### src/rtl/oaids_pkg.sv
package oaids_pkg;

  // List geometry
  localparam int CAPACITY = 64;
  localparam int IDX_W    = $clog2(CAPACITY);
  localparam int CNT_W    = $clog2(CAPACITY + 1);
  localparam int POS_W    = 7;
  localparam int CMP_W    = POS_W + 1;
  localparam int DATA_W   = 32;

  typedef logic [DATA_W-1:0] data_t;

  // Operation codes
  localparam logic [2:0] OP_APPEND  = 3'd0;
  localparam logic [2:0] OP_DISPLAY = 3'd1;
  localparam logic [2:0] OP_INSERT  = 3'd2;
  localparam logic [2:0] OP_DELETE  = 3'd3;
  localparam logic [2:0] OP_SEARCH  = 3'd4;

  // Status codes
  localparam logic [2:0] ST_OK       = 3'd0;
  localparam logic [2:0] ST_BADPOS   = 3'd1;
  localparam logic [2:0] ST_NOTFOUND = 3'd2;
  localparam logic [2:0] ST_FULL     = 3'd3;
  localparam logic [2:0] ST_EMPTY    = 3'd4;

  // What a cell loads this cycle
  typedef enum logic [2:0] {
    CELL_HOLD,
    CELL_LEFT,
    CELL_RIGHT,
    CELL_NEW,
    CELL_FIRST
  } cell_op_t;

  typedef struct packed {
    cell_op_t op;
    logic     cmp_load;
    logic     cmp_en;
  } cell_ctrl_t;

endpackage

### src/rtl/oaids_cell.sv
module oaids_cell
  import oaids_pkg::*;
(
  input  logic       clk,
  input  cell_ctrl_t ctrl,
  input  data_t      left,
  input  data_t      right,
  input  data_t      first,
  input  data_t      new_value,
  input  data_t      key,
  output data_t      value,
  output logic       match
);

  // Element storage: shift, load or hold
  always_ff @(posedge clk) begin
    case (ctrl.op)
      CELL_HOLD:  value <= value;
      CELL_LEFT:  value <= left;
      CELL_RIGHT: value <= right;
      CELL_NEW:   value <= new_value;
      CELL_FIRST: value <= first;
      default:    value <= value;
    endcase
  end

  // Search compare, only for occupied cells
  always_ff @(posedge clk) begin
    if (ctrl.cmp_load) begin
      match <= ctrl.cmp_en && (value == key);
    end
  end

endmodule

### config.mk
export PLATFORM = sky130hd
export DESIGN_NAME = oaids_cell
export DESIGN_NICKNAME = d
export VERILOG_FILES = /design/src/rtl/oaids_pkg.sv /design/src/rtl/oaids_cell.sv
export SDC_FILE = /design/constraint.sdc
export NUM_CORES = 1
export LEC_CHECK = 0
export BUFFER_PORTS_ARGS = -buffer_cell sky130_fd_sc_hd__buf_2
export CORE_MARGIN = 8
export CORE_UTILIZATION = 35
export DETAILED_ROUTE_END_ITERATION = 10
export MAX_ROUTING_LAYER = met4
export PLACE_DENSITY_LB_ADDON = 0.3
export SKIP_LAST_GASP = 1
export SYNTH_ARGS = -nofsm -noshare
export SYNTH_HDL_FRONTEND = slang
export SYNTH_SLANG_ARGS = --single-unit
### constraint.sdc
create_clock -name clk -period 2.4 [get_ports clk]
set_input_delay 0.24 -clock clk [delete_from_list [all_inputs] [get_ports clk]]
set_output_delay 0.24 -clock clk [all_outputs]
set_load 0.005 [all_outputs]
==> reports/metrics.cfg, run 1 <==
[final_layout]
drive_above_1_share = 0.540
final_net_count = 557
fin_cells = 468
num_antenna_cells = 0
stdcell_area_sq_um = 3410
areaGrowthSynthToFinish_pct = 50.3
postLayoutCoreUtil = 0.540

[synth]
syn_area_per_cell_sq_um = 11.7
synth_top_cell_by_area = edfxtp_1
synth_edf_count = 33
synth_top_area_frac = 0.437
synthArstFlopShare = 0
ys_seq_area_frac = 0.437
synth_cells = 194
ys.flop_type = edfxtp_1
yosysMostFrequentCell = edfxtp_1
yosys_warnings = 0
ys_ff_latch = 33
ys_top_cells_by_area = edfxtp_1, o221a_1, mux2i_1
syn-num-nets = 360
synth.cell_area_sq_um = 2270
synth_cell_types = 18
synth_commonest_cells = edfxtp_1, mux2i_1, nand2_1, xor2_1, o221a_1

[setup_path]
reg2reg_to = match
arrival_ns = 1.63
r2r_setup_slack_ns = 0.89
critical_path_class = reg2reg
worstPathRequired_ns = 2.52
cp-end-kind = flip-flop
startpoint = value[16]
cp-start-kind = flip-flop
crit_end = match
r2r_cells = 4
timing.rr.start = value[16]
worst-path-max-fanout = 2

[cts]
cts_tree = yes
cts-root-buf = clkbuf_8
clk_latency_ns = 0.27
clk_pin_slew_ns = 0.07
post_cts_buffers = 0
post_cts_resized = 0
clock_sink_count = 33
clock_tree.buffer_depth = 2
numCtsBuffers = 5
ctsHtreeMaxLevel = 2
cts_hold_buf = 0

[detailed_routing]
routed_wl_microns = 8290
drtPass1Iterations = 4
first_iter_violations = 52
viasPerCell = 4.92
ant_nets = 0
vias = 2301
wl_per_cell_microns = 17.7
remaining_drc_errors = 0

[pwr]
power.total_mw = 1.70
peakVddDrop_v = 0.000268
power.density_nw_per_um2 = 499
p_leak_nw = 1.64

[floorplan]
die_area_sq_um = 9320
rows = 29
die_h_microns = 96.5
coreArea_sq_um = 6310
ios = 199
initial_utilization = 0.359
die_w_microns = 96.5

[sta]
period_minus_slack_ns = 1.51
fmax_mhz = 662
tightest_slew_ns = 1.05
final-setup-viol-count = 0
setup_tns_ns = 0
max_slew_margin = 0.300
drv_slew = 0
setup_ws_ns = 0.891
whs_ns = 0.167
hold_violations = 0
period_share = 0.629
fin_skew_ns = 0.00273
rsz0062_at_grt = false

[placed_design]
gp_congestion = 0.809
place_inst = 461
hpwl_microns = 7100
pre_cts_ws_ns = 0.630
placed_cell_area_sq_um = 3340
io_buffers = 198

[global_routing]
antenna_found_initial = 0
grt_max_degree = 33
grt.overflow.total = 0
grt_pass1_vias = 2508
track_usage = 0.181
grt_pass1_wl_microns = 12400

[hold_path]
hp-class = in2reg

[run]
maxCapViolCount = 0

[status]
outcome = completed

-- worst min-delay path by stage --
stage,from,endpoint,slack (ns),cells past startpoint
floorplan,ctrl[1],match,0.35,0
global placement,ctrl[1],match,0.44,1
detailed placement,ctrl[1],match,0.45,1
CTS,ctrl[1],match,0.16,1
global route,ctrl[1],match,0.15,1
finish,ctrl[1],match,0.17,1
-- area by class of cell --
class,count,area (sq um)
flip-flops and latches,33,991
clock buffers,6,72.6
fillers,625,2900
repair buffers,203,1030
clock inverters,1,3.75
multi-input cells,148,1220
well taps,77,96.3
-- layout by cell type (no fill, tap or decap) --
cell type,n
a221o_1,2
and2_1,1
buf_2,198
buf_4,5
clkbuf_1,1
clkbuf_8,5
clkinv_1,1
edfxtp_1,33
mux2i_1,32
nand2_1,32
nand2b_1,1
nand3_1,2
nand4_1,1
nor2_1,3
nor2_4,1
nor2b_2,1
nor3_1,2
nor4_1,7
o221a_1,30
xnor2_1,1
xnor2_4,1
xor2_1,31
-- registers in the layout, indices dropped and copies added (netlist names) --
signal  cells
value      32
match       1
-- where the power goes --
part / leakage, nW / switching, mW / internal (mW) / total [mW]
sequential: 0.325 / 0.0670 / 0.749 / 0.816
combinational: 1.28 / 0.227 / 0.278 / 0.505
clock: 0.0387 / 0.187 / 0.195 / 0.382
-- cells by family after synthesis --
logic type      share of synthesized area
compound gates                      0.158
buf+inv                            0.0353
simple gates                        0.102
flops                               0.437
xor+xnor                            0.127
mux                                 0.141
-- layer usage --
metal,up-vias,wire (microns),global-route usage,share of wire
met5,-,0,-,0
met4,0,122,0.0681,0.015
met3,10,557,0.0286,0.067
met2,113,4290,0.316,0.52
met1,1031,3320,0.203,0.40
li1,1147,-,-,-
-- critical path, cell delays in order (launching register included) --
cell and delay, ns:
edfxtp_1 0.41, xor2_1 0.16, nor4_1 0.37, nand4_1 0.19, nor3_1 0.22
Power figures use the tool's default switching activity.
==> run 2: changes to the inputs <==
CORE_UTILIZATION = 38   (was 35)
clock period = 1.39 ns   (was 2.4 ns; I/O delays follow)
==> run 2 against run 1 <==
Setup slack got worse by 0.85 ns; via count increased by 4.4%; clock skew increased by 0.00053 ns; global-route usage increased by 1.1 points; first-iteration DRC count increased by 21%; maximum frequency increased by 12%; worst hold slack got worse by 0.11 ns; count of clock-buffer cells in the layout decreased by 1; non-clock buffer count increased by 8; critical endpoint unchanged; largest power group unchanged; highest routed layer unchanged.
==> reports/metrics.cfg, run 2 (same netlist as run 1, synthesis figures left out) <==
[status]
outcome = completed

[sta]
hold_violations = 0
period_minus_slack_ns = 1.35
rsz0062_at_grt = true
max_slew_margin = 0.816
fin_skew_ns = 0.00326
tightest_slew_ns = 0.274
drv_slew = 0
fmax_mhz = 740
final-setup-viol-count = 0
period_share = 0.972
setup_tns_ns = 0

[final_layout]
seq_area_sq_um = 991
drive_above_1_share = 0.560
final_net_count = 565
num_antenna_cells = 0
fillers = 546
multi_input_area_sq_um = 1240
largest_reg_flops = 32
layout_commonest_cell = buf_2
top_register = value
areaGrowthSynthToFinish_pct = 56.9
postLayoutCoreUtil = 0.609
mostFrequentLayoutCells = buf_2, edfxtp_1, nand2_1, mux2i_1, xor2_1
largestRegisters = value: 32 flops, match: 1 flops

[detailed_routing]
remaining_drc_errors = 0
wl_per_cell_microns = 17.8
vias = 2403
routed_wl_microns = 8460
drtPass1Iterations = 4
ant_nets = 0
viasPerCell = 5.06
first_iter_violations = 63

[cts]
post_cts_buffers = 0
cts-root-buf = clkbuf_8
clk_latency_ns = 0.28
clk_pin_slew_ns = 0.07
numCtsBuffers = 5
cts_hold_buf = 0
clock_sink_count = 33
ctsHtreeMaxLevel = 2
clock_tree.buffer_depth = 2
cts_tree = yes

[global_routing]
grt_pass1_vias = 2644
antenna_found_initial = 0
grt_max_degree = 18
track_usage = 0.192
grt_pass1_wl_microns = 12700
grt.overflow.total = 0

[floorplan]
ios = 199
die_h_microns = 93.3
die_area_sq_um = 8700
rows = 28
initial_utilization = 0.388
die_w_microns = 93.3
coreArea_sq_um = 5850

[setup_path]
cp_slowest_stage_delay_ns = 0.40
worstPathRequired_ns = 1.52
crit_chain = xor2_1 -> nor4_1 -> nand4_1 -> nor3_2
crit_slowest_cell = edfxtp_1
worst-path-max-fanout = 2
cp-start-kind = flip-flop
arrival_ns = 1.48
r2r_setup_slack_ns = 0.04
critical_path_class = reg2reg
cp-end-kind = flip-flop

[placed_design]
io_buffers = 198
gp_congestion = 0.849
hpwl_microns = 7170

[hold_path]
hp-class = in2reg

[pwr]
power.density_nw_per_um2 = 852
peakVddDrop_v = 0.000434
p_leak_nw = 1.71

[run]
maxCapViolCount = 0

-- run 2: path summary, 6_finish.rpt --
path                              end  cells after the start      start
worst min-delay path            match                      1    ctrl[1]
worst max register to register  match                      4  value[13]
worst min register to register  match                      3  value[10]
worst max-delay path            match                      4  value[13]
-- run 2: cell type report --
cell class,instances,area share
multi-input combinational,148,0.349
tap,75,0.0264
timing repair buffer,211,0.323
clock buffer,5,0.0193
sequential,33,0.278
clock inverter,3,0.00351
-- run 2: worst max-delay path: cells and delay by family, from the launching register on --
| kind | cells | cell delay (ns) |
|---|---|---|
| xor+xnor | 1 | 0.16 |
| simple gates | 3 | 0.64 |
| flops | 1 | 0.40 |
-- run 2: per-stage QoR --
step           worst slack [ns]  power (mW)  hold WS, ns  instances  area, sq um
2_1_floorplan            0.0157        1.82        0.251        194         2290
3_3_place_gp             -0.112        2.35        0.350        467         3460
3_5_place_dp             -0.170        2.37        0.346        467         3460
4_1_cts                 -0.0512        3.05       0.0525        475         3550
5_1_grt                 -0.0493        3.20       0.0532        475         3560
6_report                 0.0384        3.03       0.0565        475         3560
-- run 2: repair_timing --
item / in CTS / in global routing
gates resized for setup: 2 / 2
setup endpoints to repair: 1 / 1
pin swaps: 3 / 5
-- run 2: metal layers --
metal	track usage	part of all wire
met4	0.0752	0.024
met2	0.329	0.50
met1	0.212	0.40
met5	-	0
met3	0.0401	0.071
-- run 2: power by group --
part / total [mW] / switching, mW / internal (mW)
Combinational: 0.974 / 0.442 / 0.532
Sequential: 1.39 / 0.0990 / 1.29
Clock: 0.671 / 0.335 / 0.337
Total: 3.03 / 0.876 / 2.16
==> run 3: changes to the inputs <==
GPL_TIMING_DRIVEN = 0   (was not set)
PLACE_DENSITY_LB_ADDON = 0.12   (was 0.3)
clock period = 1.4 ns   (was 1.39 ns; I/O delays follow)
==> run 3 against run 2 <==
Total power is 2.6% lower; maximum frequency is 4.8% lower; the run now ends with negative setup slack left; first-iteration DRC count is 40% higher; largest cell class unchanged; worst hold slack better by 0.010 ns.
==> reports/metrics.cfg, run 3 (same netlist as run 1, synthesis figures left out) <==
[status]
outcome = finished with violations
violations = negative setup slack

[cts]
ctsHtreeMaxLevel = 2
cts_hold_buf = 0
numCtsBuffers = 5
post_cts_buffers = 0
clk_pin_slew_ns = 0.07
clock_sink_count = 33
cts_tree = yes
cts-root-buf = clkbuf_8
clk_latency_ns = 0.28
clock_tree.buffer_depth = 2

[sta]
fin_skew_ns = 0.00857
max_slew_margin = 0.594
final-setup-viol-count = 1
hold_violations = 0
rsz0062_at_grt = true
setup_ws_ns = -0.0198
setup_tns_ns = -0.0198
period_share = 1.01
tightest_slew_ns = 0.609
fmax_mhz = 704
period_minus_slack_ns = 1.42
drv_slew = 0

[setup_path]
cp-end-kind = flip-flop
worstPathRequired_ns = 1.51
reg2reg_to = match
crit_end = match
r2r_cells = 4
crit_chain = xor2_1 -> nor4_2 -> nand4_1 -> nor3_1
critical_path_class = reg2reg
arrival_ns = 1.53
r2r_setup_slack_ns = -0.02
timing.rr.start = value[13]
startpoint = value[13]
cp_slowest_stage_delay_ns = 0.42
cp-start-kind = flip-flop
crit_slowest_cell = edfxtp_1
worst-path-max-fanout = 2

[global_routing]
antenna_found_initial = 0
grt.overflow.total = 0
top_usage_layer = met2
grtUsageMet1 = 0.219
grt_pass1_vias = 2583
track_usage = 0.193
met3_usage = 0.0457
use_met2 = 0.329
grt_pass1_wl_microns = 12800
grt_max_degree = 33

[hold_path]
hold_depth = 1
hp-class = in2reg

[placed_design]
gp_congestion = 0.810
io_buffers = 197
placed_cell_area_sq_um = 3370
hpwl_microns = 7120

[final_layout]
fillers = 532
top_register = value
multi_input_area_sq_um = 1260
largestRegisters = value: 32 flops, match: 1 flops
num_antenna_cells = 0
final_net_count = 565
stdcell_area_sq_um = 3480
drive_above_1_share = 0.551
mostFrequentLayoutCells = buf_2, edfxtp_1, nand2_1, mux2i_1, xor2_1
seq_area_sq_um = 991
layout_commonest_cell = buf_2
areaGrowthSynthToFinish_pct = 53.5
largest_reg_flops = 32

[detailed_routing]
viasPerCell = 5.00
routed_wl_microns = 8590
vias = 2368
first_iter_violations = 88
drtPass1Iterations = 4
wl_per_cell_microns = 18.1
ant_nets = 0
remaining_drc_errors = 0

[floorplan]
rows = 28
die_h_microns = 93.3
coreArea_sq_um = 5850
initial_utilization = 0.388
die_area_sq_um = 8700
die_w_microns = 93.3
ios = 199

[pwr]
power.density_nw_per_um2 = 848
peakVddDrop_v = 0.000379
power.total_mw = 2.96
p_leak_nw = 1.68

[run]
maxCapViolCount = 0

==> run 3: cell count changes in the layout (fill, tap and decap cells not counted) <==
cell | before | now
buf_2 | 198 | 204
buf_12 | 5 | 0
buf_4 | 8 | 6
clkbuf_1 | 0 | 1
clkinv_1 | 2 | 1
clkinv_2 | 1 | 0
nor2b_1 | 0 | 1
nor2b_2 | 1 | 0
nor3_1 | 1 | 2
nor3_2 | 1 | 0
nor4_1 | 4 | 5
nor4_2 | 3 | 2
xnor2_4 | 1 | 2
==> run 3: per-stage QoR <==
stage | utilization | setup WS (ns) | cells | hold WS, ns
detailed placement | 0.576 | -0.294 | 466 | 0.343
global route | 0.596 | -0.0723 | 474 | 0.0561
global placement | 0.576 | -0.282 | 466 | 0.340
CTS | 0.591 | -0.0350 | 473 | 0.0561
finish | 0.596 | -0.0198 | 474 | 0.0669
floorplan | - | 0.0247 | 194 | 0.252
==> run 3: worst min-delay path by stage <==
stage	start	slack (ns)	end
final	ctrl[1]	0.07	match
after global routing	ctrl[1]	0.06	match
after CTS	ctrl[1]	0.06	match
after detailed placement	ctrl[1]	0.34	match
after global placement	ctrl[1]	0.34	match
after floorplan	ctrl[1]	0.25	match
==> run 3: critical path, delay by kind of cell (launching register included) <==
kind             cells  cell delay [ns]
AND/OR/NAND/NOR      3             0.66
flip-flops           1             0.42
XOR/XNOR             1             0.17
==> run 3: layout make-up <==
class / count / share of cell area
Multi-Input combinational cell: 149 / 0.361
Clock buffer: 6 / 0.0208
Timing Repair Buffer: 197 / 0.283
Clock inverter: 1 / 0.00108
Tap cell: 75 / 0.0269
Buffer: 13 / 0.0230
Sequential cell: 33 / 0.284
==> run 3: where the power goes <==
part | total [mW] | leakage [nW] | switching, mW | internal, mW
clock network | 0.652 | 0.0387 | 0.318 | 0.335
registers | 1.38 | 0.325 | 0.0973 | 1.28
logic | 0.924 | 1.32 | 0.428 | 0.497
total | 2.96 | 1.68 | 0.843 | 2.11
==> run 3: routing by layer <==
| layer | vias to the layer above | part of all wire |
|---|---|---|
| li1 | 1163 | - |
| met1 | 1076 | 0.41 |
| met2 | 119 | 0.51 |
| met3 | 10 | 0.069 |
| met4 | 0 | 0.016 |
| met5 | - | 0 |
==> run 3: repair_timing <==
item | CTS | global route
pin swaps | 3 | 3
resized for setup | 2 | 1
setup endpoints to repair | 1 | 33
cloned | 0 | 1
